<file path="src/chtc_pkg.sv">
// Shared types, constants and lookup functions for the chiptune header track counter.
// No dependencies; imported by every module of the block.
package chtc_pkg;

    localparam int SCAN_WINDOW = 256;
    localparam int KEY_MAX     = 128;
    localparam int POS_CAP     = SCAN_WINDOW + 32;
    localparam int POS_W       = $clog2(POS_CAP + 1);
    localparam int KEY_W       = $clog2(KEY_MAX + 1);

    localparam logic [7:0] BYTE_FF    = 8'hff;
    localparam logic [7:0] BYTE_CR    = 8'h0d;
    localparam logic [7:0] BYTE_LF    = 8'h0a;
    localparam logic [7:0] BYTE_SPACE = 8'h20;
    localparam logic [7:0] BYTE_QUOTE = 8'h22;
    localparam logic [7:0] KSS_VER    = 8'h10;

    localparam logic [POS_W-1:0] POS_NSF_CNT = POS_W'(6);
    localparam logic [POS_W-1:0] POS_GBS_CNT = POS_W'(4);
    localparam logic [POS_W-1:0] POS_KSS_VER = POS_W'(8'h0e);
    localparam logic [POS_W-1:0] POS_KSS_LO  = POS_W'(8'h1a);
    localparam logic [POS_W-1:0] POS_KSS_HI  = POS_W'(8'h1b);
    localparam logic [POS_W-1:0] POS_AY_CNT  = POS_W'(8'h10);

    typedef enum logic [2:0] {
        MODE_NSF = 3'd0,
        MODE_GBS = 3'd1,
        MODE_KSS = 3'd2,
        MODE_AY  = 3'd3,
        MODE_SAP = 3'd4
    } mode_t;

    // Per-byte classification used by the SAP line parser
    typedef struct packed {
        logic       is_ff;
        logic       is_cr;
        logic       is_lf;
        logic       is_space;
        logic       is_quote;
        logic [3:0] hex;
    } byte_cls_t;

    // One classified byte, front to back
    typedef struct packed {
        logic [2:0] mode;
        logic       last;
        logic [7:0] data;
        byte_cls_t  cls;
        logic       magic_bad;
        logic       cap_low_en;
        logic       cap_high_en;
        logic       kss_en;
        logic       kss_val;
        logic       scan_en;
        logic       len_ok;
    } chtc_item_t;

    function automatic logic [7:0] magic_byte(input logic [2:0] m, input logic [2:0] idx);
        logic [63:0] row;
        begin
            unique case (m)
                MODE_NSF: row = {8'h00, 8'h00, 8'h00, 8'h1a, "M", "S", "E", "N"};
                MODE_GBS: row = {8'h00, 8'h00, 8'h00, 8'h00, 8'h01, "S", "B", "G"};
                MODE_KSS: row = {8'h00, 8'h00, 8'h00, 8'h00, "X", "S", "S", "K"};
                MODE_AY:  row = {"L", "U", "M", "E", "Y", "A", "X", "Z"};
                MODE_SAP: row = {8'h00, 8'h00, 8'h00, 8'h0a, 8'h0d, "P", "A", "S"};
                default:  row = '0;
            endcase
            magic_byte = row[idx*8 +: 8];
        end
    endfunction

    function automatic logic [3:0] magic_len(input logic [2:0] m);
        unique case (m)
            MODE_NSF: magic_len = 4'd5;
            MODE_GBS: magic_len = 4'd4;
            MODE_KSS: magic_len = 4'd4;
            MODE_AY:  magic_len = 4'd8;
            MODE_SAP: magic_len = 4'd5;
            default:  magic_len = 4'd0;
        endcase
    endfunction

    // Minimum file length per format
    function automatic logic [POS_W-1:0] need_len(input logic [2:0] m);
        unique case (m)
            MODE_NSF: need_len = POS_W'(7);
            MODE_GBS: need_len = POS_W'(5);
            MODE_KSS: need_len = POS_W'(32);
            MODE_AY:  need_len = POS_W'(17);
            MODE_SAP: need_len = POS_W'(16);
            default:  need_len = '0;
        endcase
    endfunction

    function automatic logic [7:0] key_char(input logic [2:0] idx);
        unique case (idx)
            3'd0:    key_char = "S";
            3'd1:    key_char = "O";
            3'd2:    key_char = "N";
            3'd3:    key_char = "G";
            3'd4:    key_char = "S";
            default: key_char = 8'h00;
        endcase
    endfunction

endpackage

</file>
<file path="src/chtc_front.sv">
// Front end: tracks the byte offset and classifies each incoming byte.
// Depends on chtc_pkg.
module chtc_front
    import chtc_pkg::*;
(
    input  logic             clk,
    input  logic             rst_n,
    input  logic             accept,
    input  logic [2:0]       mode,
    input  logic [7:0]       data_byte,
    input  logic             last,
    output chtc_item_t       item
);

    logic [POS_W-1:0] pos_reg;
    logic [POS_W-1:0] pos_next;
    logic [POS_W-1:0] len;
    logic [3:0]       mlen;

    function automatic logic [3:0] hex_digit(input logic [7:0] c);
        if (c >= "0" && c <= "9")
            hex_digit = 4'(c - "0");
        else if (c >= "a" && c <= "f")
            hex_digit = 4'(c - "a" + 8'd10);
        else if (c >= "A" && c <= "F")
            hex_digit = 4'(c - "A" + 8'd10);
        else
            hex_digit = 4'd0;
    endfunction

    always_comb
    begin
        mlen = magic_len(mode);
        len  = (pos_reg < POS_W'(POS_CAP)) ? pos_reg + POS_W'(1) : pos_reg;

        item.mode         = mode;
        item.last         = last;
        item.data         = data_byte;
        item.cls.is_ff    = (data_byte == BYTE_FF);
        item.cls.is_cr    = (data_byte == BYTE_CR);
        item.cls.is_lf    = (data_byte == BYTE_LF);
        item.cls.is_space = (data_byte == BYTE_SPACE);
        item.cls.is_quote = (data_byte == BYTE_QUOTE);
        item.cls.hex      = hex_digit(data_byte);
        item.magic_bad    = (pos_reg < POS_W'(mlen))
                            && (data_byte != magic_byte(mode, pos_reg[2:0]));
        item.cap_low_en   = ((mode == MODE_NSF) && (pos_reg == POS_NSF_CNT))
                            || ((mode == MODE_GBS) && (pos_reg == POS_GBS_CNT))
                            || ((mode == MODE_KSS) && (pos_reg == POS_KSS_LO))
                            || ((mode == MODE_AY) && (pos_reg == POS_AY_CNT));
        item.cap_high_en  = (mode == MODE_KSS) && (pos_reg == POS_KSS_HI);
        item.kss_en       = (mode == MODE_KSS) && (pos_reg == POS_KSS_VER);
        item.kss_val      = (data_byte == KSS_VER);
        item.scan_en      = (pos_reg < POS_W'(SCAN_WINDOW));
        item.len_ok       = (len >= need_len(mode));
    end

    // Restart the offset after the final byte of a file
    always_comb
    begin
        pos_next = pos_reg;
        if (accept)
        begin
            if (last)
                pos_next = '0;
            else
                pos_next = len;
        end
    end

    always_ff @(posedge clk or negedge rst_n)
    begin
        if (!rst_n)
            pos_reg <= '0;
        else
            pos_reg <= pos_next;
    end

endmodule

</file>
<file path="src/chtc_queue.sv">
// Two-entry queue of classified bytes between the front and back ends.
// Depends on chtc_pkg.
module chtc_queue
    import chtc_pkg::*;
(
    input  logic       clk,
    input  logic       rst_n,
    input  logic       wr_en,
    input  chtc_item_t wr_item,
    output logic       full,
    input  logic       rd_en,
    output logic       rd_valid,
    output chtc_item_t rd_item
);

    chtc_item_t slot_reg [2];
    logic       wr_ptr_reg;
    logic       rd_ptr_reg;
    logic [1:0] count_reg;
    logic [1:0] count_next;

    assign full     = (count_reg == 2'd2);
    assign rd_valid = (count_reg != 2'd0);
    assign rd_item  = slot_reg[rd_ptr_reg];

    always_comb
    begin
        count_next = count_reg;
        if (wr_en && !rd_en)
            count_next = count_reg + 2'd1;
        else if (!wr_en && rd_en)
            count_next = count_reg - 2'd1;
    end

    always_ff @(posedge clk or negedge rst_n)
    begin
        if (!rst_n)
        begin
            wr_ptr_reg <= 1'b0;
            rd_ptr_reg <= 1'b0;
            count_reg  <= 2'd0;
        end
        else
        begin
            if (wr_en)
                wr_ptr_reg <= ~wr_ptr_reg;
            if (rd_en)
                rd_ptr_reg <= ~rd_ptr_reg;
            count_reg <= count_next;
        end
    end

    always_ff @(posedge clk)
    begin
        if (wr_en)
            slot_reg[wr_ptr_reg] <= wr_item;
    end

endmodule

</file>
<file path="src/chtc_back.sv">
// Back end: applies each classified byte to the header state, runs the SAP
// line parser and holds the result register. Depends on chtc_pkg.
module chtc_back
    import chtc_pkg::*;
(
    input  logic        clk,
    input  logic        rst_n,
    input  logic        in_valid,
    input  chtc_item_t  in_item,
    output logic        in_take,
    output logic        res_valid,
    input  logic        res_pop,
    output logic        res_found,
    output logic [31:0] res_count
);

    logic             magic_ok_reg,     magic_ok_next;
    logic [7:0]       cap_low_reg,      cap_low_next;
    logic [7:0]       cap_high_reg,     cap_high_next;
    logic             kss_ok_reg,       kss_ok_next;
    logic [7:0]       held_byte_reg,    held_byte_next;
    byte_cls_t        held_cls_reg,     held_cls_next;
    logic             held_valid_reg,   held_valid_next;
    logic             in_value_reg,     in_value_next;
    logic [KEY_W-1:0] key_len_reg,      key_len_next;
    logic             key_bad_reg,      key_bad_next;
    logic [31:0]      accum_reg,        accum_next;
    logic [1:0]       quoted_reg,       quoted_next;
    logic [31:0]      songs_count_reg,  songs_count_next;
    logic             songs_seen_reg,   songs_seen_next;
    logic             stopped_reg,      stopped_next;
    logic             res_valid_reg,    res_valid_next;
    logic             res_found_reg,    res_found_next;
    logic [31:0]      res_count_reg,    res_count_next;

    logic        found;
    logic [31:0] count;

    // Stall only a final byte while an untaken result occupies the register
    assign in_take   = in_valid && (!in_item.last || !res_valid_reg || res_pop);
    assign res_valid = res_valid_reg;
    assign res_found = res_found_reg;
    assign res_count = res_count_reg;

    always_comb
    begin
        magic_ok_next    = magic_ok_reg & ~in_item.magic_bad;
        cap_low_next     = in_item.cap_low_en  ? in_item.data : cap_low_reg;
        cap_high_next    = in_item.cap_high_en ? in_item.data : cap_high_reg;
        kss_ok_next      = in_item.kss_en ? in_item.kss_val : kss_ok_reg;
        held_byte_next   = held_byte_reg;
        held_cls_next    = held_cls_reg;
        held_valid_next  = held_valid_reg;
        in_value_next    = in_value_reg;
        key_len_next     = key_len_reg;
        key_bad_next     = key_bad_reg;
        accum_next       = accum_reg;
        quoted_next      = quoted_reg;
        songs_count_next = songs_count_reg;
        songs_seen_next  = songs_seen_reg;
        stopped_next     = stopped_reg;

        if (!stopped_reg && in_item.scan_en)
        begin
            if (!held_valid_reg)
            begin
                held_byte_next  = in_item.data;
                held_cls_next   = in_item.cls;
                held_valid_next = 1'b1;
            end
            else if (held_cls_reg.is_ff && in_item.cls.is_ff)
            begin
                stopped_next = 1'b1;
            end
            else if (held_cls_reg.is_cr && in_item.cls.is_lf)
            begin
                // End of line: latch a SONGS value, then clear the line
                if (!key_bad_reg && (key_len_reg == KEY_W'(5)))
                begin
                    songs_count_next = (quoted_reg == 2'd2) ? 32'd0 : accum_reg;
                    songs_seen_next  = 1'b1;
                end
                in_value_next   = 1'b0;
                key_len_next    = '0;
                key_bad_next    = 1'b0;
                accum_next      = '0;
                quoted_next     = 2'd0;
                held_valid_next = 1'b0;
            end
            else
            begin
                if (held_cls_reg.is_space)
                    in_value_next = 1'b1;
                else if (!in_value_reg)
                begin
                    if (key_len_reg < KEY_W'(KEY_MAX))
                    begin
                        if ((key_len_reg >= KEY_W'(5))
                            || (held_byte_reg != key_char(key_len_reg[2:0])))
                            key_bad_next = 1'b1;
                        key_len_next = key_len_reg + KEY_W'(1);
                    end
                    else
                        key_bad_next = 1'b1;
                end
                else
                begin
                    if (quoted_reg == 2'd0)
                        quoted_next = held_cls_reg.is_quote ? 2'd2 : 2'd1;
                    accum_next = {accum_reg[27:0], held_cls_reg.hex};
                end
                held_byte_next = in_item.data;
                held_cls_next  = in_item.cls;
            end
        end
    end

    // Judge the file under the mode given with its final byte
    always_comb
    begin
        found = 1'b0;
        count = '0;
        unique case (in_item.mode)
            MODE_NSF:
            begin
                found = magic_ok_next && in_item.len_ok;
                count = {24'd0, cap_low_next};
            end
            MODE_GBS:
            begin
                found = magic_ok_next && in_item.len_ok;
                count = {24'd0, cap_low_next};
            end
            MODE_KSS:
            begin
                found = magic_ok_next && in_item.len_ok && kss_ok_next;
                count = {16'd0, cap_high_next, cap_low_next};
            end
            MODE_AY:
            begin
                found = magic_ok_next && in_item.len_ok;
                count = {23'd0, {1'b0, cap_low_next} + 9'd1};
            end
            MODE_SAP:
            begin
                found = magic_ok_next && in_item.len_ok && songs_seen_next;
                count = songs_count_next;
            end
            default:
            begin
                found = 1'b0;
                count = '0;
            end
        endcase
    end

    always_comb
    begin
        res_valid_next = res_valid_reg;
        res_found_next = res_found_reg;
        res_count_next = res_count_reg;
        if (res_pop)
            res_valid_next = 1'b0;
        if (in_take && in_item.last)
        begin
            res_valid_next = 1'b1;
            res_found_next = found;
            res_count_next = found ? count : 32'd0;
        end
    end

    always_ff @(posedge clk or negedge rst_n)
    begin
        if (!rst_n)
        begin
            magic_ok_reg    <= 1'b1;
            cap_low_reg     <= '0;
            cap_high_reg    <= '0;
            kss_ok_reg      <= 1'b0;
            held_valid_reg  <= 1'b0;
            in_value_reg    <= 1'b0;
            key_len_reg     <= '0;
            key_bad_reg     <= 1'b0;
            accum_reg       <= '0;
            quoted_reg      <= 2'd0;
            songs_count_reg <= '0;
            songs_seen_reg  <= 1'b0;
            stopped_reg     <= 1'b0;
            res_valid_reg   <= 1'b0;
        end
        else
        begin
            res_valid_reg <= res_valid_next;
            if (in_take)
            begin
                if (in_item.last)
                begin
                    // Drop all file state so the next byte opens a new file
                    magic_ok_reg    <= 1'b1;
                    cap_low_reg     <= '0;
                    cap_high_reg    <= '0;
                    kss_ok_reg      <= 1'b0;
                    held_valid_reg  <= 1'b0;
                    in_value_reg    <= 1'b0;
                    key_len_reg     <= '0;
                    key_bad_reg     <= 1'b0;
                    accum_reg       <= '0;
                    quoted_reg      <= 2'd0;
                    songs_count_reg <= '0;
                    songs_seen_reg  <= 1'b0;
                    stopped_reg     <= 1'b0;
                end
                else
                begin
                    magic_ok_reg    <= magic_ok_next;
                    cap_low_reg     <= cap_low_next;
                    cap_high_reg    <= cap_high_next;
                    kss_ok_reg      <= kss_ok_next;
                    held_valid_reg  <= held_valid_next;
                    in_value_reg    <= in_value_next;
                    key_len_reg     <= key_len_next;
                    key_bad_reg     <= key_bad_next;
                    accum_reg       <= accum_next;
                    quoted_reg      <= quoted_next;
                    songs_count_reg <= songs_count_next;
                    songs_seen_reg  <= songs_seen_next;
                    stopped_reg     <= stopped_next;
                end
            end
        end
    end

    always_ff @(posedge clk)
    begin
        if (in_take)
        begin
            held_byte_reg <= held_byte_next;
            held_cls_reg  <= held_cls_next;
        end
        res_found_reg <= res_found_next;
        res_count_reg <= res_count_next;
    end

endmodule

</file>
<file path="src/chiptune_header_track_count.sv">
// Chiptune header track counter: top level. An accepted final byte is written
// to a queue slot; the back end reads the slot, and its state update registers
// the result on the result ports. Throughput: one byte per cycle, set by the
// back end's single per-byte state update; a final byte waits while an
// unpopped result is held. Reset (rst_n low, asynchronous) empties the queue
// and the result register and returns all file state to its start; no clearing
// pass is needed. Depends on chtc_pkg, chtc_front, chtc_queue and chtc_back.
module chiptune_header_track_count
    import chtc_pkg::*;
(
    input  logic        clk,
    input  logic        rst_n,
    input  logic        push,
    output logic        full,
    input  logic [2:0]  mode,
    input  logic [7:0]  data_byte,
    input  logic        last,
    output logic        empty,
    input  logic        pop,
    output logic        found,
    output logic [31:0] track_count
);

    chtc_item_t front_item;
    chtc_item_t back_item;
    logic       in_fire;
    logic       back_valid;
    logic       back_take;
    logic       res_valid;

    // An input transaction completes when the queue has room
    assign in_fire = push && !full;
    assign empty   = !res_valid;

    // Front: hold the byte offset, compare magic bytes, flag capture offsets
    // and classify the byte for the SAP line parser.
    chtc_front u_front (
        .clk       (clk),
        .rst_n     (rst_n),
        .accept    (in_fire),
        .mode      (mode),
        .data_byte (data_byte),
        .last      (last),
        .item      (front_item)
    );

    // Two slots decouple the front from a back end stalled on a full result.
    chtc_queue u_queue (
        .clk      (clk),
        .rst_n    (rst_n),
        .wr_en    (in_fire),
        .wr_item  (front_item),
        .full     (full),
        .rd_en    (back_take),
        .rd_valid (back_valid),
        .rd_item  (back_item)
    );

    // Back: advance the header state one byte per cycle; a final byte
    // waits only while the previous result has not been popped.
    chtc_back u_back (
        .clk       (clk),
        .rst_n     (rst_n),
        .in_valid  (back_valid),
        .in_item   (back_item),
        .in_take   (back_take),
        .res_valid (res_valid),
        .res_pop   (pop && res_valid),
        .res_found (found),
        .res_count (track_count)
    );

endmodule
</file>
<file path="config.mk">
export PLATFORM = sky130hd
export DESIGN_NAME = chiptune_header_track_count
export DESIGN_NICKNAME = d
export VERILOG_FILES = /design/src/chtc_pkg.sv /design/src/chtc_front.sv /design/src/chtc_queue.sv /design/src/chtc_back.sv /design/src/chiptune_header_track_count.sv
export SDC_FILE = /design/constraint.sdc
export NUM_CORES = 1
export LEC_CHECK = 0
export BUFFER_PORTS_ARGS = -buffer_cell sky130_fd_sc_hd__buf_2
export CAP_MARGIN = 15
export CELL_PAD_IN_SITES_DETAIL_PLACEMENT = 1
export CELL_PAD_IN_SITES_GLOBAL_PLACEMENT = 1
export CORE_MARGIN = 2
export CORE_UTILIZATION = 30
export CTS_BUF_LIST = sky130_fd_sc_hd__clkbuf_8
export CTS_CLUSTER_SIZE = 8
export DETAILED_ROUTE_END_ITERATION = 8
export MAX_ROUTING_LAYER = met4
export PLACE_DENSITY_LB_ADDON = 0.1
export SYNTH_ARGS = -nofsm -noshare
export SYNTH_HDL_FRONTEND = slang
export SYNTH_SLANG_ARGS = --single-unit
</file>
<file path="constraint.sdc">
create_clock -name clk -period 7.4 [get_ports clk]
set_clock_uncertainty 0.15 [all_clocks]
set_input_delay 1.11 -clock clk [delete_from_list [all_inputs] [get_ports clk]]
set_output_delay 1.11 -clock clk [all_outputs]
set_load 0.1 [all_outputs]
</file>
==> results of run 1 <==
-- worst paths after layout --
| kind | from | slack [ns] | to |
|---|---|---|---|
| setup / recovery | u_queue.rd_ptr_reg$_DFFE_PN0P_ | 3.18 | u_back.accum_reg[24]$_DFFE_PN0P_ |
| hold / removal | u_back.cap_high_reg[7]$_DFFE_PN0P_ | 0.34 | u_back.cap_high_reg[7]$_DFFE_PN0P_ |
| setup reg to reg | u_queue.rd_ptr_reg$_DFFE_PN0P_ | 3.18 | u_back.accum_reg[24]$_DFFE_PN0P_ |
| hold reg to reg | u_back.cap_high_reg[7]$_DFFE_PN0P_ | 0.34 | u_back.cap_high_reg[7]$_DFFE_PN0P_ |
| max in group asynchronous | rst_n | 5.22 | u_queue.rd_ptr_reg$_DFFE_PN0P_ |
| min in group asynchronous | rst_n | 0.42 | u_back.songs_count_reg[27]$_DFFE_PN0P_ |
-- metrics by stage --
step                cells  hold WS [ns]   util  power (mW)  cell area (µm²)
floorplan             913         0.293      -        3.28            10400
global placement     1374         0.313  0.323        3.83            11100
detailed placement   1374         0.321  0.323        3.85            11100
CTS                  1452         0.334  0.346        4.98            11900
global route         1452         0.355  0.346        5.21            11900
finish               1452         0.336  0.346        4.89            11900
-- routing by layer --
metal | routed length, µm | track usage | vias to the layer above | share of wire
met1 | 13700 | 0.225 | 3752 | 0.48
met5 | 0 | - | - | 0
met4 | 484 | 0.0403 | 0 | 0.017
met2 | 13700 | 0.276 | 110 | 0.48
met3 | 813 | 0.0232 | 44 | 0.028
li1 | - | - | 3493 | -
-- cells in the mapped netlist, drive strengths merged, types with 7 or more instances --
master and n:
dfrtp 110, a211oi 14, buf 17, a21oi 57, inv 31, nor2 44, xnor2 13, nor2b 14
mux2 12, a21o 14, nor3 17, nand2 85, a31oi 7, xor2 10, and3 7, mux2i 35
nand3 46, o21a 11, a22o 76, o21ai 41, clkbuf 41, edfxtp 105, ha 23, nand2b 8
-- where the power goes --
part           leakage (nW)  switching (mW)  internal, mW
Combinational          1.82            1.49         0.462
Clock                 0.490           0.510         0.599
Sequential             2.51           0.202          1.62
Total                  4.82            2.21          2.68
-- cells by family (layout without fill, tap and decap cells) --
| group | Yosys count | in the layout | share of synthesized area |
|---|---|---|---|
| buf+inv | 92 | 176 | 0.0362 |
| xor+xnor | 23 | 23 | 0.0194 |
| compound gates | 254 | 254 | 0.173 |
| flops | 216 | 216 | 0.573 |
| fa+ha+maj | 23 | 23 | 0.0278 |
| simple gates | 258 | 258 | 0.123 |
| mux | 47 | 47 | 0.0472 |
-- final cells by class --
cell class                 instances  area, µm²  area share
clock buffer                      49        674      0.0569
clock inverter                    29        110     0.00928
inverter                          34        129      0.0109
multi-input combinational        605       4090       0.345
sequential                       216       5930       0.500
tap                              455        569      0.0480
timing repair buffer              64        358      0.0302
-- placed cells by master (no fill, tap or decap), types with 5 or more instances in the layout --
cell type | Yosys | layout
nor4_1 | 5 | 5
a211oi_1 | 14 | 14
xor2_1 | 10 | 10
a31oi_1 | 7 | 7
nand2_1 | 84 | 83
nor3_1 | 17 | 17
inv_1 | 31 | 55
ha_1 | 23 | 23
nor3b_1 | 6 | 6
nand2b_1 | 8 | 8
mux2i_1 | 35 | 35
mux2_2 | 11 | 11
a21o_1 | 14 | 14
buf_4 | 0 | 15
buf_2 | 11 | 49
dfrtp_1 | 110 | 109
clkbuf_8 | 0 | 49
a21oi_1 | 56 | 56
and3_1 | 7 | 6
nand3_1 | 46 | 46
xnor2_1 | 13 | 13
nor2_1 | 44 | 41
nand4_1 | 6 | 6
a22o_1 | 76 | 76
nor2b_1 | 14 | 14
o21a_1 | 11 | 11
o21ai_0 | 36 | 36
edfxtp_1 | 105 | 105
clkinv_1 | 2 | 6
-- worst max-delay path, delay by kind of cell, from the launching register on --
family	cells	cell delay [ns]
AO/OA/AOI/OAI	3	1.23
buffers and inverters	3	1.45
flip-flops	1	0.34
multiplexers	1	0.73
AND/OR/NAND/NOR	1	0.23
==> metrics.txt, run 1 <==
GPL Wtd Cong between 0.7 and 0.8; slowest cell on the critical path mux2i_1; Async S/R FF share, synth 0.514; Mapped Area 10400 µm²; ratio of cells with drive above 1 in the final layout 0.147; slowest cell delay on critical path 0.73 ns; CTS clk-pin slew, worst paths 0.06 ns; Clock Tree Buf Depth 3; final period utilization 0.570; top achievable clock speed 237 MHz; Worst Hold Class reg -> reg; final hold violations 0; H-tree Lvls 2; CTS buffer count 42; filler instances 3790; crit end category flip-flop; CP cell instances buf_4, mux2i_1, o22a_1, clkinv_1, a21oi_1, and3_1, buf_4, a22o_1; Max VDD drop 0.226 mV; PortBufs 50; Worst R2R Path Depth 8; num rows 68; Initial Util 0.302; main flop type after synthesis dfrtp_1; number of synthesis warnings 0; Mapped Cells between 900 and 1000; run status finished clean; area leader, netlist edfxtp_1; CP most frequent cell buf_4; CTS resizes 0; clk root buf clkbuf_8; DR pass1 iterations 6; Syn Area/Cell 11.3 µm²; Slew @ Worst Pin 1.08 ns; IO Pins 51; PwrDens 412 nW/µm²; max_cap viols 0; vias per cell 5.10; Synthesized Nets roughly 950; Routed WL per cell about 20 µm; Clock Latency Late Sink 0.54 ns; # diodes 0; dpl ws 3.09 ns; Synth top area share 0.304; CTS sink count 216; WS Path Type reg -> reg; number of global-route vias before repair 7778; top post-synthesis cells by area edfxtp_1 (30%), dfrtp_1 (27%), a22o_1 (6.4%); CP Data Required Time between 7 and 8 ns; max FFs per register 56; hold buffers post-CTS 0; DRC viols 0; first-pass GRT wire length 46300 µm; sequential area share after synthesis 0.573; die area about 36000 µm²; number of enable flip-flop cells after synthesis 105; CP Launch Type flip-flop; Die Wd 190 µm; Slew HR 0.279; Synth-to-Final Area Change 14.5%; Lkg Pwr 4.82 nW; 1st-iter DRT viols 309; Slew Limit Fails 0; GR Overflow Total 0; Total GRT Usage 0.170; final net count 1002; initial antenna violation count 0; Final HPWL DP 18500 µm; crit path time final 4.22 ns; vias about 7400; Crit Path Max Fanout 46; final wirelength 28700 µm; Worst Slack Setup Final 3.18 ns; Routed Antenna Nets 0; die height 190 µm; crit path DAT 4.53 ns; hold path cells 2; setup violators final 0; largest net degree at the start of global routing 72; Core ar. 34300 µm²; Final TNS setup 0 ns; CTS tree yes; Synth Register Bits 216; post-CTS setup buffer count 0; Netlist cell types 67; unrepaired setup endpoints after global routing false
(Power assumes the default switching activity.)
==> run 2: changes to the inputs <==
==> constraint.sdc (replaced) <==
create_clock -name clk -period 4 [get_ports clk]
set_clock_uncertainty 0.15 [all_clocks]
set_input_delay 0.6 -clock clk [delete_from_list [all_inputs] [get_ports clk]]
set_output_delay 0.6 -clock clk [all_outputs]
set_load 0.1 [all_outputs]
==> run 2 against run 1 <==
Net effect: combinational power up 88%; critical path depth down 2; global-route usage down 0.31 points; total power up 87%; largest power group unchanged; highest routed layer unchanged.
==> metrics.txt, run 2 (synthesis results as in run 1) <==
GPL Wtd Cong 0.729 (was 0.719); vias 7377 (was 7399); unrepaired setup endpoints after global routing false (unchanged); combinational share of power 0.403 (was 0.400); post-placement cell area 11100 µm² (about the same); WS Path Type reg -> reg (unchanged); crit path DAT 3.29 ns (was 4.53 ns); Routed WL per cell 19.5 µm (was 19.8 µm); Final Power 9.15 mW (was 4.89 mW); H-tree Lvls 2 (unchanged); first-pass GRT wire length 45800 µm (was 46300 µm); PortBufs 50 (unchanged); Psw 4.14 mW (was 2.21 mW); crit end category flip-flop (unchanged); CTS clk-pin slew, worst paths 0.06 ns (about the same); top achievable clock speed 317 MHz (was 237 MHz); crit path launch u_queue.rd_ptr_reg$_DFFE_PN0P_ (unchanged); Worst R2R Path Depth 6 (was 8); filler instances 3770 (was 3790); final hold violations 0 (unchanged); WP buf/inv 1 (was 3); CTS resizes 0 (unchanged); HP Start data_byte[6] (was u_back.cap_high_reg[7]$_DFFE_PN0P_); critical path's top delay family compound AO/OA/AOI/OAI gates (was buffers and inverters); slowest cell on the critical path dfrtp_2 (was mux2i_1); Slew @ Worst Pin 0.918 ns (was 1.08 ns); die area 36000 µm² (unchanged); CP cell instances buf_4, mux2i_1, nand4_1, o21a_1, o21ai_0, a21oi_1 (was buf_4, mux2i_1, o22a_1, clkinv_1, a21oi_1, and3_1, buf_4, a22o_1); setup violators final 0 (unchanged); most common cell after layout, fill and taps aside dfrtp_1 (unchanged); reg-to-reg critical path startpoint u_queue.rd_ptr_reg$_DFFE_PN0P_ (unchanged); num rows 68 (unchanged); GR Overflow Total 0 (unchanged); Sw Share 0.453 (was 0.451); IO Pins 51 (unchanged); clk root buf clkbuf_8 (unchanged); Lkg Pwr 4.83 nW (was 4.82 nW); Crit Path Max Fanout 34 (was 46); Die Wd 190 µm (unchanged); commonest cells after routing, fill and taps aside dfrtp_1 (109), edfxtp_1 (105), nand2_1 (84), a22o_1 (76), a21oi_1 (56) (was dfrtp_1 (109), edfxtp_1 (105), nand2_1 (83), a22o_1 (76), a21oi_1 (56)); Slew Limit Fails 0 (unchanged); CP Data Required Time 4.13 ns (was 7.71 ns); hold path cells 1 (was 2); crit path time final 3.16 ns (was 4.22 ns); Core ar. 34300 µm² (unchanged); ratio of cells with drive above 1 in the final layout 0.157 (was 0.147); final period utilization 0.789 (was 0.570); Initial Util 0.302 (unchanged); Clock Latency Late Sink 0.55 ns (was 0.54 ns); DRC viols 0 (unchanged); Worst Hold Class in -> reg (was reg -> reg); Total GRT Usage 0.166 (was 0.170); largest net degree at the start of global routing 75 (was 72); max FFs per register 56 (unchanged); final net count 1011 (was 1002); Pint 5.01 mW (was 2.68 mW); Clock Tree Buf Depth 3 (unchanged); Flop pwr share 0.370 (was 0.373); die height 190 µm (unchanged); final wirelength 28500 µm (was 28700 µm); area taken by multi-input logic gates 4080 µm² (was 4090 µm²); CP Launch Type flip-flop (unchanged); max_cap viols 0 (unchanged); vias per cell 5.05 (was 5.10); CTS buffer count 42 (unchanged); PwrDens 767 nW/µm² (was 412 nW/µm²); CTS tree yes (unchanged); post-route cell area 11900 µm² (about the same); run status finished clean (unchanged); Final TNS setup 0 ns (unchanged); Max VDD drop 0.381 mV (was 0.226 mV); number of global-route vias before repair 7788 (was 7778); number of cells on the critical path 6 (was 8); initial antenna violation count 0 (unchanged); 1st-iter DRT viols 325 (was 309); Final HPWL DP 18400 µm (was 18500 µm); Routed Antenna Nets 0 (unchanged); Synth-to-Final Area Change 15.3% (was 14.5%); CTS sink count 216 (unchanged); DR pass1 iterations 4 (was 6); sequential cell area 5930 µm² (unchanged); slowest cell delay on critical path 0.54 ns (was 0.73 ns); Slew HR 0.382 (was 0.279); # diodes 0 (unchanged); Clock power frac 0.228 (was 0.227)
## run 2: worst paths after layout
kind                       slack [ns]                                endpoint
setup / recovery                 0.84       u_back.res_count[5]$_SDFFCE_PN0P_
hold / removal                   0.23       u_queue.slot_reg[1][22]$_DFFE_PP_
hold reg to reg                  0.31         u_back.accum_reg[3]$_DFFE_PN0P_
setup reg to reg                 0.84       u_back.res_count[5]$_SDFFCE_PN0P_
min in group asynchronous        0.46  u_back.songs_count_reg[25]$_DFFE_PN0P_
max in group asynchronous        2.41       u_back.cap_low_reg[7]$_DFFE_PN0P_
## run 2: power groups by stage
stage	sequential (mW)	combinational [mW]	clock (mW)
after floorplan	4.20	1.86	0
after global placement	3.42	3.73	0
after detailed placement	3.43	3.75	0
after CTS	3.39	3.76	2.17
after global routing	3.45	3.99	2.26
final	3.38	3.69	2.09
## run 2: layout make-up
type	count	area share
Sequential cell	216	0.497
Multi-Input combinational cell	605	0.341
Clock buffer	45	0.0519
Tap cell	455	0.0477
Timing Repair Buffer	73	0.0369
Clock inverter	32	0.0144
Inverter	34	0.0108
## run 2: metal layers
metal  share of wire  up-vias  GRT usage
li1                -     3505          -
met1            0.48     3729      0.220
met2            0.48      100      0.271
met3           0.028       43     0.0229
met4           0.017        0     0.0414
met5               0        -          -
## run 2: through the flow
stage               worst slack [ns]  std cells  hold slack (ns)   util
finish                         0.843       1460            0.226  0.348
global route                   0.657       1460            0.217  0.348
global placement               0.868       1382            0.306  0.325
floorplan                     0.0371        913            0.154      -
CTS                            0.843       1460            0.194  0.348
detailed placement             0.854       1382            0.309  0.325
## run 2: worst reg2reg max path, delay by kind of cell (launching register included)
family,cells,cell delay [ns]
AO/OA/AOI/OAI,3,0.84
multiplexers,1,0.56
flip-flops,1,0.54
buffers and inverters,1,0.47
AND/OR/NAND/NOR,1,0.36
## run 2: repair_timing
item	in CTS	in global routing
setup endpoints to repair	0	0
endpoints found under the hold margin	36	0
setup buffers	0	0
hold buffers	1	0
==> run 3: changes to the inputs <==
==> constraint.sdc (replaced) <==
create_clock -name clk -period 3.25 [get_ports clk]
set_clock_uncertainty 0.15 [all_clocks]
set_input_delay 0.4875 -clock clk [delete_from_list [all_inputs] [get_ports clk]]
set_output_delay 0.4875 -clock clk [all_outputs]
set_load 0.1 [all_outputs]
==> run 3 against run 2 <==
Net effect: largest cell class unchanged; worst hold slack worse by 0.099 ns; flip-flop and latch count did not move; worst setup slack got worse by 0.50 ns; critical path depth increased by 1; core utilization increased by 0.38 points; highest routed layer unchanged; first-iteration DRC count down 7.7%.
==> metrics.txt, run 3 (synthesis results as in run 1) <==
post-placement cell area 11300 µm² (was 11100 µm²); GPL Wtd Cong 0.755 (was 0.729); Synth-to-Final Area Change 16.5% (was 15.3%); final wirelength 28900 µm (was 28500 µm); GR Overflow Total 0 (unchanged); critical path's top delay family compound AO/OA/AOI/OAI gates (unchanged); Core ar. 34300 µm² (unchanged); Routed Antenna Nets 0 (unchanged); most common cell after layout, fill and taps aside dfrtp_1 (unchanged); IO Pins 51 (unchanged); Cell Count, Final, Fillers Out 1474 (was 1460); DR pass1 iterations 4 (unchanged); Total GRT Usage 0.169 (was 0.166); number of global-route vias before repair 7918 (was 7788); first-pass GRT wire length 46400 µm (was 45800 µm); WS Path Type reg -> reg (unchanged); Clock Tree Buf Depth 3 (unchanged); run status finished clean (unchanged); reg-to-reg setup timing slack 0.34 ns (was 0.84 ns); num rows 68 (unchanged); top achievable clock speed 343 MHz (was 317 MHz); vias 7483 (was 7377); CTS clk-pin slew, worst paths 0.06 ns (about the same); die height 190 µm (unchanged); commonest cells after routing, fill and taps aside dfrtp_1 (109), edfxtp_1 (105), nand2_1 (84), a22o_1 (76), a21oi_1 (56) (unchanged); H-tree Lvls 2 (unchanged); wire length on met2 13800 µm (was 13600 µm); final net count 1024 (was 1011); Max VDD drop 0.392 mV (was 0.381 mV); Util after Layout 0.352 (was 0.348); CTS buffer count 42 (unchanged); Initial Util 0.302 (unchanged); final hold violations 0 (unchanged); Slew HR 0.359 (was 0.382); CTS sink count 216 (unchanged); crit path DAT 3.04 ns (was 3.29 ns); filler instances 3803 (was 3770); post-CTS setup buffer count 0 (unchanged); post-route cell area 12100 µm² (was 11900 µm²); DRC viols 0 (unchanged); Hold Path Sink u_queue.slot_reg[0][23]$_DFFE_PP_ (was u_queue.slot_reg[1][22]$_DFFE_PP_); Routed WL per cell 19.6 µm (was 19.5 µm); Clock Latency Late Sink 0.54 ns (was 0.55 ns); CTS tree yes (unchanged); Critical R2R Capture u_back.res_count[15]$_SDFFCE_PN0P_ (was u_back.res_count[5]$_SDFFCE_PN0P_); Worst Hold Class in -> reg (unchanged); ratio of cells with drive above 1 in the final layout 0.161 (was 0.157); CP Data Required Time 3.38 ns (was 4.13 ns); DR top layer met4 (unchanged); setup violators final 0 (unchanged); Lkg Pwr 4.93 nW (was 4.83 nW); DRT met1 WL 13800 µm (was 13500 µm); max_cap viols 0 (unchanged); WP buf/inv 1 (unchanged); final period utilization 0.896 (was 0.789); clk root buf clkbuf_8 (unchanged); crit path time final 2.91 ns (was 3.16 ns); Slew Limit Fails 0 (unchanged); Worst Slack Setup Final 0.338 ns (was 0.843 ns); HP Start data_byte[7] (was data_byte[6]); Final HPWL DP 18900 µm (was 18400 µm); largest net degree at the start of global routing 51 (was 75); die area 36000 µm² (unchanged); placed cell count 1395 (was 1382); number of cells on the critical path 7 (was 6); # diodes 0 (unchanged); CP Launch Type flip-flop (unchanged); CP cell instances mux2_4, a2111o_1, or4_1, buf_4, nand2_1, a21oi_1, o21a_1 (was buf_4, mux2i_1, nand4_1, o21a_1, o21ai_0, a21oi_1); dpl ws 0.326 ns (was 0.854 ns); Worst R2R Path Depth 7 (was 6); PortBufs 50 (unchanged); initial antenna violation count 0 (unchanged); Die Wd 190 µm (unchanged); Final TNS setup 0 ns (unchanged); 1st-iter DRT viols 300 (was 325); slowest cell on the critical path or4_1 (was dfrtp_2); PwrDens 940 nW/µm² (was 767 nW/µm²); max FFs per register 56 (unchanged); Slew @ Worst Pin 0.952 ns (was 0.918 ns); Crit Path Max Fanout 16 (was 34); reg-to-reg critical path startpoint u_queue.rd_ptr_reg$_DFFE_PN0P_ (unchanged); slowest cell delay on critical path 0.67 ns (was 0.54 ns); wire length on met3 855 µm (was 807 µm); hold path cells 1 (unchanged); unrepaired setup endpoints after global routing false (unchanged); vias per cell 5.08 (was 5.05); crit end category flip-flop (unchanged); crit path launch u_queue.rd_ptr_reg$_DFFE_PN0P_ (unchanged)
[run 3: layer usage]
metal,up-vias,GRT usage
li1,3544,-
met1,3798,0.222
met2,106,0.279
met3,35,0.0255
met4,0,0.0373
met5,-,-
[run 3: cell type report]
type / instances / area, µm² / area share
Clock buffer: 48 / 661 / 0.0547
Sequential cell: 216 / 5930 / 0.492
Inverter: 34 / 129 / 0.0107
Timing Repair Buffer: 86 / 576 / 0.0477
Multi-Input combinational cell: 605 / 4090 / 0.339
Clock inverter: 30 / 114 / 0.00943
Tap cell: 455 / 569 / 0.0472
[run 3: worst register-to-register path, stage by stage (launching register included)]
cell and delay [ns]:
dfrtp_2 0.41, mux2_4 0.32, a2111o_1 0.51, or4_1 0.67
buf_4 0.26, nand2_1 0.10, a21oi_1 0.07, o21a_1 0.19
[run 3: how the worst max path moves through the flow]
stage | endpoint | slack, ns
after floorplan | u_back.held_byte_reg[0]$_DFFE_PP_ | 0.02
after global placement | u_back.res_count[11]$_SDFFCE_PN0P_ | 0.36
after detailed placement | u_back.res_count[15]$_SDFFCE_PN0P_ | 0.33
after CTS | u_back.res_count[15]$_SDFFCE_PN0P_ | 0.32
after global routing | u_back.res_count[5]$_SDFFCE_PN0P_ | 0.20
final | u_back.res_count[15]$_SDFFCE_PN0P_ | 0.34
[run 3: through the flow]
stage / hold slack [ns] / total power [mW]
after detailed placement: 0.317 / 8.99
after global routing: 0.108 / 12.1
final: 0.127 / 11.3
after global placement: 0.312 / 8.98
after floorplan: 0.0419 / 7.47
after CTS: 0.0864 / 11.5
[run 3: power by group]
| group | switching [mW] | internal (mW) |
|---|---|---|
| Clock | 1.15 | 1.34 |
| Sequential | 0.403 | 3.70 |
| Combinational | 3.55 | 1.20 |
| Total | 5.10 | 6.24 |
[run 3: what timing repair did]
action / in CTS / in global routing
hold endpoints to repair: 38 / 0
hold buffers: 1 / 0
gates resized for setup: 0 / 0
